--- src/hdl/deq_pkg.sv ---
package deq_pkg;

  typedef enum logic [2:0] {
    OP_PUSH_FRONT = 3'd0,
    OP_PUSH_BACK  = 3'd1,
    OP_POP_FRONT  = 3'd2,
    OP_POP_BACK   = 3'd3,
    OP_SEARCH     = 3'd4
  } op_t;

  typedef enum logic [1:0] {
    ST_OK       = 2'd0,
    ST_EMPTY    = 2'd1,
    ST_FULL     = 2'd2,
    ST_NOTFOUND = 2'd3
  } status_t;

  typedef enum logic [2:0] {
    S_IDLE,
    S_EXEC,
    S_POP_WAIT,
    S_SCAN,
    S_RESP
  } state_t;

  typedef struct packed {
    status_t            status;
    logic signed [31:0] popped_value;
    logic        [4:0]  found_position;
  } res_t;

endpackage

--- src/hdl/deq_mem.sv ---
module deq_mem #(
  parameter int DEPTH = 16,
  parameter int AW    = 4
) (
  input  logic          clk,
  input  logic          wr_en,
  input  logic [AW-1:0] wr_addr,
  input  logic [31:0]   wr_data,
  input  logic [AW-1:0] rd_addr,
  output logic [31:0]   rd_data
);

  logic [31:0] mem [DEPTH];
  logic [31:0] rd_data_r;

  always_ff @(posedge clk) begin
    if (wr_en) begin
      mem[wr_addr] <= wr_data;
    end
    rd_data_r <= mem[rd_addr];
  end

  assign rd_data = rd_data_r;

endmodule

--- src/hdl/deq_seq.sv ---
module deq_seq
  import deq_pkg::*;
#(
  parameter int DEPTH = 16,
  parameter int AW    = 4,
  parameter int CW    = 5
) (
  input  logic               clk,
  input  logic               rst_n,
  input  logic               in_valid,
  output logic               in_ready,
  input  logic [2:0]         in_op,
  input  logic signed [31:0] in_value,
  output logic               res_valid,
  input  logic               res_ready,
  output res_t               res,
  output logic               wr_en,
  output logic [AW-1:0]      wr_addr,
  output logic [31:0]        wr_data,
  output logic [AW-1:0]      rd_addr,
  input  logic [31:0]        rd_data
);

  state_t        state_r, state_nxt;
  logic [2:0]    op_r, op_nxt;
  logic [31:0]   val_r, val_nxt;
  logic [AW-1:0] head_r, head_nxt;
  logic [CW-1:0] count_r, count_nxt;
  logic [CW-1:0] idx_r, idx_nxt;
  logic [AW-1:0] scan_slot_r, scan_slot_nxt;
  res_t          res_r, res_nxt;

  logic          full, empty;
  logic [CW-1:0] offset;
  logic [AW:0]   ring_sum;
  logic [AW-1:0] ring_slot;
  logic [AW-1:0] head_dec, head_inc, slot_inc;
  logic [CW-1:0] idx_inc;
  logic [31:0]   pos_wide;

  assign full  = (count_r == CW'(DEPTH));
  assign empty = (count_r == '0);

  // One shared ring adder locates the back entry for both push back and pop back.
  assign offset    = (op_r == OP_PUSH_BACK) ? count_r : count_r - 1'b1;
  assign ring_sum  = (AW+1)'(head_r) + (AW+1)'(offset);
  assign ring_slot = (ring_sum >= (AW+1)'(DEPTH)) ? AW'(ring_sum - (AW+1)'(DEPTH))
                                                  : ring_sum[AW-1:0];

  assign head_dec = (head_r == '0) ? AW'(DEPTH - 1) : head_r - 1'b1;
  assign head_inc = (head_r == AW'(DEPTH - 1)) ? '0 : head_r + 1'b1;
  assign slot_inc = (scan_slot_r == AW'(DEPTH - 1)) ? '0 : scan_slot_r + 1'b1;
  assign idx_inc  = idx_r + 1'b1;
  assign pos_wide = 32'(idx_r) + 32'd1;

  always_ff @(posedge clk) begin
    if (!rst_n) begin
      state_r <= S_IDLE;
      head_r  <= '0;
      count_r <= '0;
    end else begin
      state_r <= state_nxt;
      head_r  <= head_nxt;
      count_r <= count_nxt;
    end
  end

  always_ff @(posedge clk) begin
    op_r        <= op_nxt;
    val_r       <= val_nxt;
    idx_r       <= idx_nxt;
    scan_slot_r <= scan_slot_nxt;
    res_r       <= res_nxt;
  end

  always_comb begin
    state_nxt     = state_r;
    op_nxt        = op_r;
    val_nxt       = val_r;
    head_nxt      = head_r;
    count_nxt     = count_r;
    idx_nxt       = idx_r;
    scan_slot_nxt = scan_slot_r;
    res_nxt       = res_r;
    in_ready      = 1'b0;
    res_valid     = 1'b0;
    wr_en         = 1'b0;
    wr_addr       = head_r;
    wr_data       = val_r;
    rd_addr       = head_r;
    unique case (state_r)
      S_IDLE: begin
        in_ready = 1'b1;
        if (in_valid) begin
          op_nxt    = in_op;
          val_nxt   = in_value;
          state_nxt = S_EXEC;
        end
      end
      S_EXEC: begin
        res_nxt   = '0;
        state_nxt = S_RESP;
        unique case (op_r)
          OP_PUSH_FRONT: begin
            if (full) begin
              res_nxt.status = ST_FULL;
            end else begin
              wr_en     = 1'b1;
              wr_addr   = head_dec;
              head_nxt  = head_dec;
              count_nxt = count_r + 1'b1;
            end
          end
          OP_PUSH_BACK: begin
            if (full) begin
              res_nxt.status = ST_FULL;
            end else begin
              wr_en     = 1'b1;
              wr_addr   = ring_slot;
              count_nxt = count_r + 1'b1;
            end
          end
          OP_POP_FRONT: begin
            if (empty) begin
              res_nxt.status = ST_EMPTY;
            end else begin
              rd_addr   = head_r;
              head_nxt  = head_inc;
              count_nxt = count_r - 1'b1;
              state_nxt = S_POP_WAIT;
            end
          end
          OP_POP_BACK: begin
            if (empty) begin
              res_nxt.status = ST_EMPTY;
            end else begin
              rd_addr   = ring_slot;
              count_nxt = count_r - 1'b1;
              state_nxt = S_POP_WAIT;
            end
          end
          OP_SEARCH: begin
            if (empty) begin
              res_nxt.status = ST_NOTFOUND;
            end else begin
              rd_addr       = head_r;
              scan_slot_nxt = head_r;
              idx_nxt       = '0;
              state_nxt     = S_SCAN;
            end
          end
          default: begin
          end
        endcase
      end
      S_POP_WAIT: begin
        res_nxt.status       = ST_OK;
        res_nxt.popped_value = rd_data;
        state_nxt            = S_RESP;
      end
      S_SCAN: begin
        // The entry at idx_r was read last cycle; the next one is fetched now.
        if (rd_data == val_r) begin
          res_nxt.status         = ST_OK;
          res_nxt.found_position = pos_wide[4:0];
          state_nxt              = S_RESP;
        end else if (idx_inc == count_r) begin
          res_nxt.status = ST_NOTFOUND;
          state_nxt      = S_RESP;
        end else begin
          idx_nxt       = idx_inc;
          scan_slot_nxt = slot_inc;
          rd_addr       = slot_inc;
        end
      end
      S_RESP: begin
        res_valid = 1'b1;
        if (res_ready) begin
          state_nxt = S_IDLE;
        end
      end
      default: begin
        state_nxt = S_IDLE;
      end
    endcase
  end

  assign res = res_r;

  a_count_bound: assert property (@(posedge clk) disable iff (!rst_n)
    count_r <= CW'(DEPTH))
    else $error("entry count exceeds depth");

  a_head_bound: assert property (@(posedge clk) disable iff (!rst_n)
    head_r <= AW'(DEPTH - 1))
    else $error("head pointer out of range");

  a_scan_inside: assert property (@(posedge clk) disable iff (!rst_n)
    state_r == S_SCAN |-> idx_r < count_r)
    else $error("scan index beyond live entries");

  a_empty_result: assert property (@(posedge clk) disable iff (!rst_n)
    res_valid && res_r.status == ST_EMPTY |-> res_r.popped_value == '0 && empty)
    else $error("empty status with data or live entries");

  a_pop_moves_count: assert property (@(posedge clk) disable iff (!rst_n)
    state_r == S_POP_WAIT |-> $past(count_r) == count_r + 1'b1)
    else $error("pop did not remove exactly one entry");

endmodule

--- src/hdl/deque_with_search_top.sv ---
// Channel   Direction  Handshake              Payload
// in        input      in_valid / in_ready    in_op, in_value
// out       output     out_valid / out_ready  out_status, out_popped_value, out_found_position
//
// One item is handled at a time; in_ready is high only while the sequencer is idle.
// A push goes from acceptance through S_EXEC and S_RESP to the output register; a pop also
// passes S_POP_WAIT, skipped when empty. A search compares one entry at a time in S_SCAN,
// set by the single compare against the one registered read port of the entry memory.
// Reset empties the queue at once; there is no clearing pass.
// A held result stalls the sequencer only when a second result is ready to be written.
module deque_with_search_top
  import deq_pkg::*;
#(
  parameter int DEPTH = 16
) (
  input  logic               clk,
  input  logic               rst_n,
  input  logic               in_valid,
  output logic               in_ready,
  input  logic [2:0]         in_op,
  input  logic signed [31:0] in_value,
  output logic               out_valid,
  input  logic               out_ready,
  output logic [1:0]         out_status,
  output logic signed [31:0] out_popped_value,
  output logic [4:0]         out_found_position
);

  localparam int AW = (DEPTH > 1) ? $clog2(DEPTH) : 1;
  localparam int CW = $clog2(DEPTH + 1);

  logic          res_valid, res_ready;
  res_t          res;
  logic          wr_en;
  logic [AW-1:0] wr_addr, rd_addr;
  logic [31:0]   wr_data, rd_data;
  logic          out_valid_r, out_valid_nxt;
  res_t          out_res_r, out_res_nxt;

  deq_mem #(.DEPTH(DEPTH), .AW(AW)) u_mem (
    .clk     (clk),
    .wr_en   (wr_en),
    .wr_addr (wr_addr),
    .wr_data (wr_data),
    .rd_addr (rd_addr),
    .rd_data (rd_data)
  );

  deq_seq #(.DEPTH(DEPTH), .AW(AW), .CW(CW)) u_seq (
    .clk       (clk),
    .rst_n     (rst_n),
    .in_valid  (in_valid),
    .in_ready  (in_ready),
    .in_op     (in_op),
    .in_value  (in_value),
    .res_valid (res_valid),
    .res_ready (res_ready),
    .res       (res),
    .wr_en     (wr_en),
    .wr_addr   (wr_addr),
    .wr_data   (wr_data),
    .rd_addr   (rd_addr),
    .rd_data   (rd_data)
  );

  assign res_ready = !out_valid_r || out_ready;

  always_comb begin
    out_valid_nxt = out_valid_r;
    out_res_nxt   = out_res_r;
    if (out_valid_r && out_ready) begin
      out_valid_nxt = 1'b0;
    end
    if (res_valid && res_ready) begin
      out_valid_nxt = 1'b1;
      out_res_nxt   = res;
    end
  end

  always_ff @(posedge clk) begin
    if (!rst_n) begin
      out_valid_r <= 1'b0;
    end else begin
      out_valid_r <= out_valid_nxt;
    end
  end

  always_ff @(posedge clk) begin
    out_res_r <= out_res_nxt;
  end

  assign out_valid          = out_valid_r;
  assign out_status         = out_res_r.status;
  assign out_popped_value   = out_res_r.popped_value;
  assign out_found_position = out_res_r.found_position;

endmodule
--- config.mk ---
export PLATFORM = sky130hd
export DESIGN_NAME = deque_with_search_top
export DESIGN_NICKNAME = d
export VERILOG_FILES = /design/src/hdl/deq_pkg.sv /design/src/hdl/deq_mem.sv /design/src/hdl/deq_seq.sv /design/src/hdl/deque_with_search_top.sv
export SDC_FILE = /design/constraint.sdc
export NUM_CORES = 1
export LEC_CHECK = 0
export BUFFER_PORTS_ARGS = -buffer_cell sky130_fd_sc_hd__buf_2
export CORE_MARGIN = 2
export CORE_UTILIZATION = 34
export CTS_CLUSTER_DIAMETER = 40
export DETAILED_ROUTE_END_ITERATION = 8
export PLACE_DENSITY = 0.54
export SLEW_MARGIN = 20
export SYNTH_ARGS = -nofsm -noshare
export SYNTH_HDL_FRONTEND = slang
export SYNTH_SLANG_ARGS = --single-unit
--- constraint.sdc ---
create_clock -name clk -period 4.9 [get_ports clk]
set_input_delay 0.245 -clock clk [delete_from_list [all_inputs] [get_ports clk]]
set_output_delay 0.245 -clock clk [all_outputs]
set_load 0.005 [all_outputs]
# Yosys cells after proc, flatten, opt, wreduce, memory -nomap -nowiden
# Memories as Yosys holds them, arrays and structs flattened. A register that Yosys moved wholly into a read port is not among the register bits.
# Index checks and enable logic that the tools add are counted.
# totals
reg_bits,135
ramBits,512
in_bits,39
output_inout_bits,41
wordCells,128
memories,1
# memory_table
name,depth,word_bits,read_ports,rd_ports_with_merged_regs,wr,line_no,text
u_mem.mem,16,32,1,1,1,deq_mem.sv:13,logic [31:0] mem [DEPTH];
# op_classes
addsub,9
magnitude_cmp,1
n_eq_ne,24
mux,56
reduce_logical,23
# ops
operator,n
$mux W4,16
$pmux W32 S2,1
$mux W5,8
$eq A32 B32 Y1,1
$pmux W4 S2,4
$pmux W5 S2,3
$mux W3,6
$ne A2 B2 Y1 const B,9
$add A5 B1 Y5 const B,3
$pmux W3 S5,1
$eq A3 B2 Y1 const B,4
$pmux W2 S3,2
$mux W1,10
$reduce_bool A2 Y1,5
$add A4 B1 Y4 const B,2
$eq A4 B4 Y1 const B,2
$mux W2,4
$sub A4 B1 Y4 const B,2
$eq A3 B1 Y1 const B,2
$eq A3 B3 Y1 const B,2
$logic_not A3 Y1,2
$pmux W3 S2,1
$reduce_and A2 Y1,3
$reduce_and A3 Y1,2
16 further kinds,18

# Longest topological paths before layout
# Gate-level depths: netlist of run 1.
# logic_depth
ltp_word,8
mapped_depth,15
ltp_nobuf,13

# Hierarchy
# A second synthesis of run 1 with hierarchy kept.
# unflattened
hier_cells,1253
area_unflattened_um2,25662.1
# modules_own_cells
module,instances,cells_per_inst,area_per_inst_um2,seq_area_each_um2
deq_mem,1,838,19835.3,16015.4
deq_seq,1,371,4598.2,2732.6
deque_with_search_top,1,44,1228.7,1191.1

# Worst setup path after synthesis of run 1
# OpenSTA, ideal clock, no wires.
# synth_timing
kind,register -> register
startpoint,register u_seq.op_r[0]
endpoint,memory u_mem.mem[10][0] (enable)
setup_ns,0.421
t_arrival_ns,3.794
t_required_ns,4.479
slack_ns,0.685
stages_incl_launch_ff,13
path_buffers,1
synth_period_minus_slack_ns,4.215
path_cell_list,edfxtp_1 > clkbuf_1 > nand2_1 > o21a_1 > ha_1 > a21o_1 > a21oi_1 > xnor2_1 > nor2_1 > a21oi_1 > o22ai_1 > or2_2 > nor2_1
# synth_via
elab_chain_cells,8
word_cells_on_any_way,15
cone_classes,add/sub: 2; order compare: 1; eq/ne: 1; mux: 9; reduce/logical: 2
# synth_lines
item,line_no,text
from (decl),deq_seq.sv:25,"logic [2:0] op_r, op_nxt;"
from (signal assigned),deq_seq.sv:69,op_r <= op_nxt;
$eq A3 B1 Y1,"deq_seq.sv:45, deq_seq.sv:103",
$mux W5,deq_seq.sv:45,assign offset = (op_r == OP_PUSH_BACK) ? count_r : count_r - 1'b1;
$add A4 B5 Y5,deq_seq.sv:46,assign ring_sum = (AW+1)'(head_r) + (AW+1)'(offset);
$sub A4 B1 Y4 or $ge A5 B5 Y1 (tied branches),deq_seq.sv:47,assign ring_slot = (ring_sum >= (AW+1)'(DEPTH)) ? AW'(ring_sum - (AW+1)'(DEPTH))
$mux W4,deq_seq.sv:47,
$mux W4,deq_seq.sv:115,if (full) begin
$pmux W4 S2,deq_seq.sv:103,unique case (op_r)
$mux W4,deq_seq.sv:91,unique case (state_r)
to (decl),deq_mem.sv:13,
# Several ways; a longest one is shown, not always the timed one.

# Worst setup path in the final report of run 1
# layout_timing
startpoint,register u_seq.op_r[1]
endpoint,"register u_mem.rd_data_r[27], in the netlist u_mem.rd_data[27] (read register of u_mem.mem)"
# layout_via
elab_chain_cells,8
word_cells_on_any_way,10
cone_classes,add/sub: 2; order compare: 1; eq/ne: 2; mux: 5
# layout_lines
item,line_no,text
$eq A3 B1 Y1,deq_seq.sv:45,
$mux W5,deq_seq.sv:45,
$add A4 B5 Y5,deq_seq.sv:46,
$sub A4 B1 Y4 or $ge A5 B5 Y1 (tied branches),deq_seq.sv:47,
$mux W4,deq_seq.sv:47,
$mux W4,deq_seq.sv:134,if (empty) begin
$mux W4 (*),-,
$pmux W4 S2 (*),deq_seq.sv:91,
to (decl),deq_mem.sv:14,logic [31:0] rd_data_r;
# Every way passes the cells marked *; elsewhere a longest branch is shown, timed or not.
# A chain may end at the register's enable or synchronous reset.

==> results of run 1 <==
[cell usage after synthesis, types with 32 or more instances]
master | instances | area share
xnor2_1 | 46 | 0.015
a22oi_1 | 65 | 0.018
and3_1 | 98 | 0.023
a21oi_1 | 143 | 0.027
dfxtp_1 | 45 | 0.033
edfxtp_1 | 634 | 0.71
and2_1 | 37 | 0.0086
o32ai_1 | 64 | 0.021
a21boi_0 | 62 | 0.017
nand2_1 | 156 | 0.022
a211oi_1 | 70 | 0.019
nor2_1 | 51 | 0.0071
a221o_1 | 32 | 0.012
clkbuf_1 | 84 | 0.012
[metal layers]
layer	vias to the layer above	routed length [um]	GRT usage
li1	7512	-	-
met1	8407	32900	0.256
met2	613	32100	0.264
met3	98	5600	0.0365
met4	0	1580	0.0531
met5	-	0	0
[cells in the final DEF, fill, tap and decap left out, types with 5 or more instances in the layout]
master / netlist / final
edfxtp_1: 634 / 634
nand2_1: 156 / 155
a21oi_1: 143 / 143
clkbuf_16: 0 / 102
and3_1: 98 / 97
buf_4: 4 / 82
buf_2: 27 / 79
a211oi_1: 70 / 70
a22oi_1: 65 / 65
o32ai_1: 64 / 64
a21boi_0: 62 / 62
xnor2_1: 46 / 46
dfxtp_1: 45 / 45
dlygate4sd3_1: 0 / 38
and2_1: 37 / 35
nor2_1: 51 / 33
a221o_1: 32 / 32
a31o_2: 30 / 30
buf_12: 0 / 26
nor2_4: 0 / 17
o21ai_0: 17 / 16
clkinvlp_4: 0 / 14
inv_6: 0 / 14
inv_1: 12 / 12
clkinv_1: 1 / 12
ha_1: 11 / 11
bufinv_16: 0 / 11
nand4_1: 9 / 9
clkinv_4: 0 / 9
nand2b_1: 8 / 7
nand3_1: 7 / 7
nor3_1: 7 / 7
clkbuf_1: 84 / 7
xor2_1: 5 / 5
clkinv_2: 0 / 5
[worst min path at each step]
| stage | endpoint | slack [ns] | depth (start not counted) |
|---|---|---|---|
| 5_1_grt | u_seq.wr_data[4] | 0.32 | 2 |
| 4_1_cts | u_seq.wr_data[9] | 0.29 | 2 |
| 3_3_place_gp | out_popped_value[2] | 0.40 | 0 |
| 2_1_floorplan | u_seq.op_r[0] | 0.34 | 0 |
| 3_5_place_dp | out_popped_value[16] | 0.40 | 0 |
| 6_report | u_seq.wr_data[7] | 0.33 | 2 |
[registers in the layout, indices dropped and copies added (netlist names)]
name / flops
u_seq.res: 39
out_popped_value: 32
u_mem.rd_data: 32
u_seq.op_r: 3
out_status: 2
u_seq.scan_slot_r: 4
u_seq.state_r: 3
u_seq.wr_data: 32
out_valid: 1
u_seq.idx_r: 5
u_mem.mem: 512
out_found_position: 5
u_seq.head_r: 4
u_seq.count_r: 5
[metrics by stage]
step	power, W	worst slack [ns]	util	instance area (um^2)	hold WS (ns)
6_report	0.0144	0.299	0.421	33200	0.326
5_1_grt	0.0149	0.0817	0.421	33200	0.320
4_1_cts	0.0145	0.219	0.421	33200	0.292
3_5_place_dp	0.00740	0.238	0.373	29400	0.405
3_3_place_gp	0.00740	0.276	0.373	29400	0.405
2_1_floorplan	0.00703	0.685	-	27000	0.344
[critical path, delay by kind of cell (launching register included)]
family	cells	cell delay, ns
AOI/OAI and AO/OA	4	1.17
buffers and inverters	2	0.61
adders and majority gates	2	0.73
xor gates and xnor gates	1	0.18
muxes	1	0.64
DFF	1	0.47
and+or+nand+nor	3	0.70
[logic make-up after synthesis]
kind of cell | after synthesis
XOR/XNOR | 51
AND/OR/NAND/NOR | 394
AO/OA/AOI/OAI | 518
buffers and inverters | 147
multiplexers | 6
adder cells (fa/ha/maj) | 12
flip-flops | 679
[timing repair]
action | in CTS | in global routing
endpoints found under the hold margin | 43 | 0
endpoints found under the setup margin | 0 | 2
hold buffers | 38 | 0
resized for setup | 0 | 1
[cell type report]
cell class	count	area, um^2	area share
flip-flops and latches	679	19900	0.601
multi-input cells	981	6570	0.198
clock buffers	111	2610	0.0786
repair buffers	226	1920	0.0580
well taps	1050	1310	0.0396
clock inverters	69	764	0.0231
inverters	13	48.8	0.00147
[power by group through the flow]
stage,Clock (W),Sequential (W),Combinational [W]
floorplan,0,0.00665,0.000374
detailed placement,0,0.00668,0.000724
global placement,0,0.00668,0.000718
global route,0.00747,0.00657,0.000813
CTS,0.00722,0.00656,0.000753
finish,0.00710,0.00656,0.000751
==> results.md, run 1 <==
- # fillers: 7,057
- Reg2Reg Launch Point: u_seq.op_r[1]
- Global-route total usage across every layer: 0.176
- DIE AREA: 81,600 um^2
- Critical-path cell list: nor2_1 -> nand2_1 -> xnor2_1 -> ha_1 -> inv_1 -> fa_1 -> or4_4 -> o211ai_2 -> mux2i_4 -> buf_6 -> a211oi_1 -> o32ai_1 -> a221o_1
- Worst-Skew Late Latency: approximately 0.64 ns
- Post-Syn Area: 27,000 um^2
- Reg-to-Reg End: u_mem.rd_data[27]
- Final Max Slew Viols: 0
- Minimum clock period: 4.60 ns
- Clock-pin slew on the worst setup and hold paths: roughly 0.060 ns
- Post-Syn Nets: 1,858
- Simple logic cell fraction of the synthesized area: 0.0738
- FFs w/ async S/R, synth: 0
- Post-synthesis register bit count: around 680
- Status: finished, final reports clean
- CTS tree: done
- Worst slew pin tran: between 0.9 and 1 ns
- Internal Power: 0.0112 W
- DR DRC count: 0
- Die Height: 286 um
- Wire length of the first global-routing pass: 108,000 um
- Core Rows: 103
- CP max stage cell: o32ai_1
- N_diodes: 0
- Final wirelength: 72,200 um
- Post-synthesis adder-cell area fraction: 0.00585
- Sequential share of power: 0.455
- Worst R2R Path Depth: 13
- Post-synthesis sequential area ratio: 0.740
- Post-synth EDFFs: around 630
- Area growth from synthesis to layout: 23.0%
- ANT nets after route: 0
- Core area: 78,700 um^2
- Largest family of logic cells by synthesized area: compound AO/OA/AOI/OAI gates
- Combinational fraction of design power: 0.052
- Drt wl/cell: 23.1 um
- Clk pwr share: 0.493
- CP Data Arrival Time: 5.17 ns
- Sw Ratio: 0.225
- Post-Route Setup TNS: 0 ns
- Vias in the first global route: 16,400
- CTS sink cnt: 679
- Initial DRC count: 1,807
- Multiplexer share of the synthesized area: 0.00237
- Synth Area in Compound Gates: 0.138
- Post-route insts no fill: 3,129
- Hold path start: in_value[7]
- CP Class: flop to flop
- Maximum clock path buffer count: 3
- Syn Area/Cell: between 10 and 15 um^2
- Root buffer cell: clkbuf_16
- CTS Buf Count: 96
- Die Width: 286 um
- Port bufs: 79
- Synth cell types: 67
- Part of the cycle the worst path needs: 0.939
- H-tree Lvls: 3
- Worst hold path class: primary input to flop
- Post-CTS Setup Bufs: 0
- Switching pwr: ~0.0032 W
- Layout cell share with drive strength beyond 1: 0.203
- FMAX: 0.217 GHz
- Primary FF master, synth: edfxtp_1
- XOR/XNOR Fraction of Synth Area: 0.0166
- Post-DR vias/cell: between 5 and 6
- Largest net degree at the start of global routing: 62
- R2R setup slack: roughly 0.3 ns
- IR Drop Worst-Case VDD: 238 uV
- Grt total ovfl: 0
- Crit path capture: u_mem.rd_data[27]
- Slew headroom: 0.349
- WP data required: 5.47 ns
- Leak Pwr: 11.7 nW
- CP startpoint: u_seq.op_r[1]
- Max Cap Viol: 0
- Placed Instances: 2,911
- Final #Nets: ~2,000
- First-pass DRT Iterations: 5
- Slowest stage delay, CP: 0.73 ns
- Vias: about 17,000
- Cells after Synth: 1,807
- Gpl congestion: roughly 0.83
- Synth warnings: 0
- Initial antenna violation count: 0
- Hold Vio Cnt, Final: 0
- Element type at the critical path start: flop
- Unrepaired setup endpoints after global routing: no
- Pwr dens: 435 nW/um^2
- I/O pin cnt: 80
- Crit end category: flop
- Initial core utilization: 0.342
- Setup Skew: roughly 0.027 ns
- Max FO, Critical Path: 55
- Hpwl dp: 46,700 um
- Final setup vio count: 0
Note: power is estimated with default switching activity, not from simulation.
==> inputs of run 2 (changes only) <==
--- a/config.mk
+++ b/config.mk
@@ -6,6 +6,7 @@
 export NUM_CORES = 1
 export LEC_CHECK = 0
 export BUFFER_PORTS_ARGS = -buffer_cell sky130_fd_sc_hd__buf_2
+export CORE_ASPECT_RATIO = 0.7
 export CORE_MARGIN = 2
 export CORE_UTILIZATION = 34
 export CTS_CLUSTER_DIAMETER = 40
==> results.md, run 2 (synthesis results as in run 1) <==
- Status: finished, final reports clean
- Pwr dens: between 400 and 500 nW/um^2
- Initial DRC count: 1,918
- Hold path start: out_ready
- Post-route insts no fill: 3,075
- CP Class: flop to flop
- Worst-Skew Late Latency: 0.63 ns
- Post-DR vias/cell: 5.39
- IR Drop Worst-Case VDD: approximately 340 uV
- Initial core utilization: 0.343
- Minimum clock period: 4.59 ns
- Unrepaired setup endpoints after global routing: no
- I/O pin cnt: 80
- Post-Route Setup TNS: 0 ns
- Hold Vio Cnt, Final: 0
- R2R setup slack: 0.31 ns
- Post-placement worst setup slack: 0.469 ns
- DR DRC count: 0
- Area growth from synthesis to layout: 19.7%
- Hold Crit Endpoint: out_valid
- Wire length of the first global-routing pass: around 110,000 um
- Final Max Slew Viols: 0
- Setup Skew: between 0.02 and 0.03 ns
- Clock-pin slew on the worst setup and hold paths: 0.06 ns
- Max FO, Critical Path: 32
- Core area: 78,600 um^2
- Element type at the critical path start: flop
- CTS sink cnt: 679
- H-tree Lvls: 3
- Reg-to-Reg End: u_mem.rd_data[6]
- Worst R2R Path Depth: 10
- CTS tree: done
- Gpl congestion: 0.866
- Reg2Reg Launch Point: u_seq.wr_data[28]
- Vias: 16,600
- CP Data Arrival Time: 5.16 ns
- WP data required: 5.47 ns
- Max FFs per register: around 510
- Area occupied by multi-input gates: around 6600 um^2
- Die Width: 341 um
- Commonest non-fill, non-tap cell in the layout: edfxtp_1
- First-pass DRT Iterations: 5
- Biggest register: u_mem.mem
- Root buffer cell: clkbuf_16
- CTS Buf Count: 80
- Port bufs: about 80
- Core Rows: 86
- Max Cap Viol: 0
- Worst slew pin tran: about 1 ns
- ANT nets after route: 0
- Vias in the first global route: 15,700
- Seq. cell area: 19,900 um^2
- Post-cts sizing count: 0
- Final wirelength: 73,600 um
- Layout cell share with drive strength beyond 1: 0.182
- Most frequent cells in the layout: 634 x edfxtp_1, 155 x nand2_1, 143 x a21oi_1
- # fillers: 7,203
- Global-route total usage across every layer: 0.179
- N_diodes: 0
- Pwr Total: 0.0133 W
- Slew headroom: 0.347
- Hpwl dp: 44,400 um
- Initial antenna violation count: 6
- Maximum clock path buffer count: 3
- Grt total ovfl: 0
- Largest net degree at the start of global routing: 90
- DIE AREA: 81,600 um^2
- Worst hold path class: primary input to flop
- FMAX: about 0.22 GHz
- Hold Crit Depth: 3
- Leak Pwr: 11.3 nW
- Drt wl/cell: 24.0 um
- Part of the cycle the worst path needs: 0.937
- Die Height: 240 um
- Final setup vio count: 0
- Worst setup margin: 0.311 ns
- Final #Nets: 2,004
- Crit end category: flop
- Placed Instances: 2,891
==> run 2: layout make-up <==
cell class / count / area share
clock buffers: 99 / 0.0684
multi-input cells: 981 / 0.203
flip-flops and latches: 679 / 0.618
clock inverters: 49 / 0.0150
inverters: 13 / 0.00151
repair buffers: 198 / 0.0528
well taps: 1056 / 0.0409
==> run 2: worst max path at each step <==
stage	from	endpoint	slack [ns]	cells past startpoint
floorplan	u_seq.op_r[0]	u_mem.mem[10][0]	0.68	12
global placement	u_seq.wr_data[28]	u_mem.rd_data[29]	0.48	10
detailed placement	u_seq.wr_data[28]	u_mem.rd_data[29]	0.47	10
CTS	u_seq.wr_data[28]	u_mem.rd_data[29]	0.43	10
global route	u_seq.wr_data[28]	u_mem.rd_data[22]	0.24	11
finish	u_seq.wr_data[28]	u_mem.rd_data[6]	0.31	10
==> run 2: where the power goes <==
part           internal [W]  leakage, nW  switching (W)
registers           0.00645         6.11       0.000134
logic              0.000259         3.85       0.000450
clock network       0.00349         1.32        0.00247
total                0.0102         11.3        0.00306
==> run 2: worst max-delay path, stage by stage, from the launching register on <==
cell and delay (ns):
edfxtp_1 0.56, xnor2_1 0.32, nand4_1 0.31, nor4_2 0.82
a21oi_2 0.26, mux2_1 0.39, a221oi_2 0.45, nand2_1 0.12
buf_4 0.34, o32ai_1 0.73, a221o_1 0.20
==> run 2: repair_timing <==
action,CTS,global route
setup buffers,0,0
endpoints found under the hold margin,43,0
hold buffers,36,0
==> run 2: through the flow <==
stage / hold slack, ns / area [um^2] / util
floorplan: 0.344 / 27000 / -
global placement: 0.404 / 29200 / 0.372
detailed placement: 0.405 / 29200 / 0.372
CTS: 0.0153 / 32300 / 0.411
global route: 0.0521 / 32300 / 0.411
finish: 0.0396 / 32300 / 0.411
==> run 2: per-layer routing <==
layer	wire (um)	vias up	global-route usage
met3	6930	95	0.0433
met1	35500	8357	0.283
met4	1160	0	0.0425
li1	-	7426	-
met2	30100	703	0.244
met5	0	-	0
==> inputs of run 3 (changes only) <==
--- a/config.mk
+++ b/config.mk
@@ -12,6 +12,7 @@
 export CTS_CLUSTER_DIAMETER = 40
 export DETAILED_ROUTE_END_ITERATION = 8
 export PLACE_DENSITY = 0.54
+export RECOVER_POWER = 25
 export SLEW_MARGIN = 20
 export SYNTH_ARGS = -nofsm -noshare
 export SYNTH_HDL_FRONTEND = slang
==> results.md, run 3 (synthesis results as in run 1) <==
- Status: finished, final reports clean
- Post-Route Setup TNS: 0 ns
- ANT nets after route: 0
- Vias in the first global route: 15,700
- Initial DRC count: 1,877
- CTS tree: done
- CTS sink cnt: 679
- Drt wl/cell: 24.0 um
- Pwr dens: roughly 410 nW/um^2
- Max FFs per register: 512
- Post-CTS Setup Bufs: 0
- I/O pin cnt: 80
- First-pass DRT Iterations: 5
- DIE AREA: 81,600 um^2
- Minimum clock period: 4.52 ns
- WP data required: 5.41 ns
- Die Height: 240 um
- Hold Vio Cnt, Final: 0
- Biggest register: u_mem.mem
- Vias: 16,700
- Final #Nets: around 2,000
- Worst hold path class: primary input to flop
- Post-placement worst setup slack: 0.469 ns
- CP Data Arrival Time: a little over 5 ns
- FMAX: 0.221 GHz
- Commonest non-fill, non-tap cell in the layout: edfxtp_1
- Gpl congestion: about 0.87
- Wire length of the first global-routing pass: 108,000 um
- Seq. cell area: 19,900 um^2
- IR Drop Worst-Case VDD: 336 uV
- Die Width: 341 um
- Post-DR vias/cell: 5.42
- Slew headroom: 0.355
- Core Rows: 86
- Worst setup margin: 0.380 ns
- Worst-Skew Late Latency: 0.63 ns
- CTS Buf Count: 80
- Final wirelength: approximately 74,000 um
- Element type at the critical path start: flop
- Maximum clock path buffer count: 3
- Core area: 78,600 um^2
- Grt total ovfl: 0
- Largest net degree at the start of global routing: 90
- Initial core utilization: 0.343
- Final Max Slew Viols: 0
- Layout cell share with drive strength beyond 1: 0.168
- Final setup vio count: 0
- DR DRC count: 0
- Clock-pin slew on the worst setup and hold paths: 0.06 ns
- Max FO, Critical Path: 49
- Setup Skew: 0.0276 ns
- Area occupied by multi-input gates: 6570 um^2
- Global-route total usage across every layer: 0.179
- Max Cap Viol: 0
- Unrepaired setup endpoints after global routing: no
- Leak Pwr: around 11 nW
- Root buffer cell: clkbuf_16
- Area growth from synthesis to layout: 19.4%
- Most frequent cells in the layout: 634 x edfxtp_1, 155 x nand2_1, 143 x a21oi_1
- Hpwl dp: 44,400 um
- CP Class: flop to flop
- Initial antenna violation count: 7
- # fillers: 7,226
- Crit end category: flop
- Worst slew pin tran: slightly below 1 ns
- Part of the cycle the worst path needs: 0.923
- N_diodes: 0
- Pwr Total: between 0.01 and 0.015 W
- Port bufs: 79
- H-tree Lvls: 3
-- run 3: cell count changes in the layout (fill, tap and decap cells not counted) --
cell      change
buf_2        -12
buf_4        -16
clkbuf_1     +28
-- run 3: worst paths after layout --
path / end / slack (ns) / depth (start not counted) / from
setup / recovery: u_mem.rd_data[17] / 0.38 / 11 / u_seq.wr_data[3]
hold / removal: out_valid / 0.04 / 3 / out_ready
hold reg to reg: out_popped_value[3] / 0.42 / 0 / u_seq.res[8]
setup reg to reg: u_mem.rd_data[17] / 0.38 / 11 / u_seq.wr_data[3]
-- run 3: layout make-up --
type / count / share of cell area
inverters: 13 / 0.00152
well taps: 1056 / 0.0410
flip-flops and latches: 679 / 0.619
multi-input cells: 981 / 0.204
clock buffers: 99 / 0.0686
repair buffers: 198 / 0.0506
clock inverters: 49 / 0.0150
-- run 3: stage by stage --
step | utilization | instance area (um^2) | hold WS, ns | std cells
6_report | 0.410 | 32200 | 0.0388 | 3075
5_1_grt | 0.410 | 32200 | 0.0521 | 3075
4_1_cts | 0.411 | 32300 | 0.0153 | 3075
3_5_place_dp | 0.372 | 29200 | 0.405 | 2891
3_3_place_gp | 0.372 | 29200 | 0.404 | 2891
2_1_floorplan | - | 27000 | 0.344 | 1807
-- run 3: per-layer routing --
layer	up-vias	GRT usage	share of wire
met5	-	0	0
met4	0	0.0425	0.016
met3	100	0.0433	0.092
met2	711	0.244	0.41
met1	8429	0.283	0.48
li1	7423	-	-
-- run 3: timing repair --
| action | CTS | global route |
|---|---|---|
| hold endpoints to repair | 43 | 0 |
| gates resized for setup | 0 | 0 |
| hold buffers | 36 | 0 |
-- run 3: where the power goes --
part           leakage, nW  internal (W)  switching [W]
registers             6.11       0.00645       0.000133
logic                 3.76      0.000250       0.000450
clock network         1.32       0.00349        0.00247
-- run 3: worst max-delay path, cell delays in order, from the launching register on --
cell      delay (ns)
edfxtp_1        0.42
xnor2_1         0.52
nand4_1         0.26
nor4_2          0.80
a211oi_1        0.40
a21oi_4         0.40
buf_12          0.25
buf_4           0.37
a21boi_0        0.16
o32ai_1         0.34
o32ai_1         0.14
a221o_1         0.27
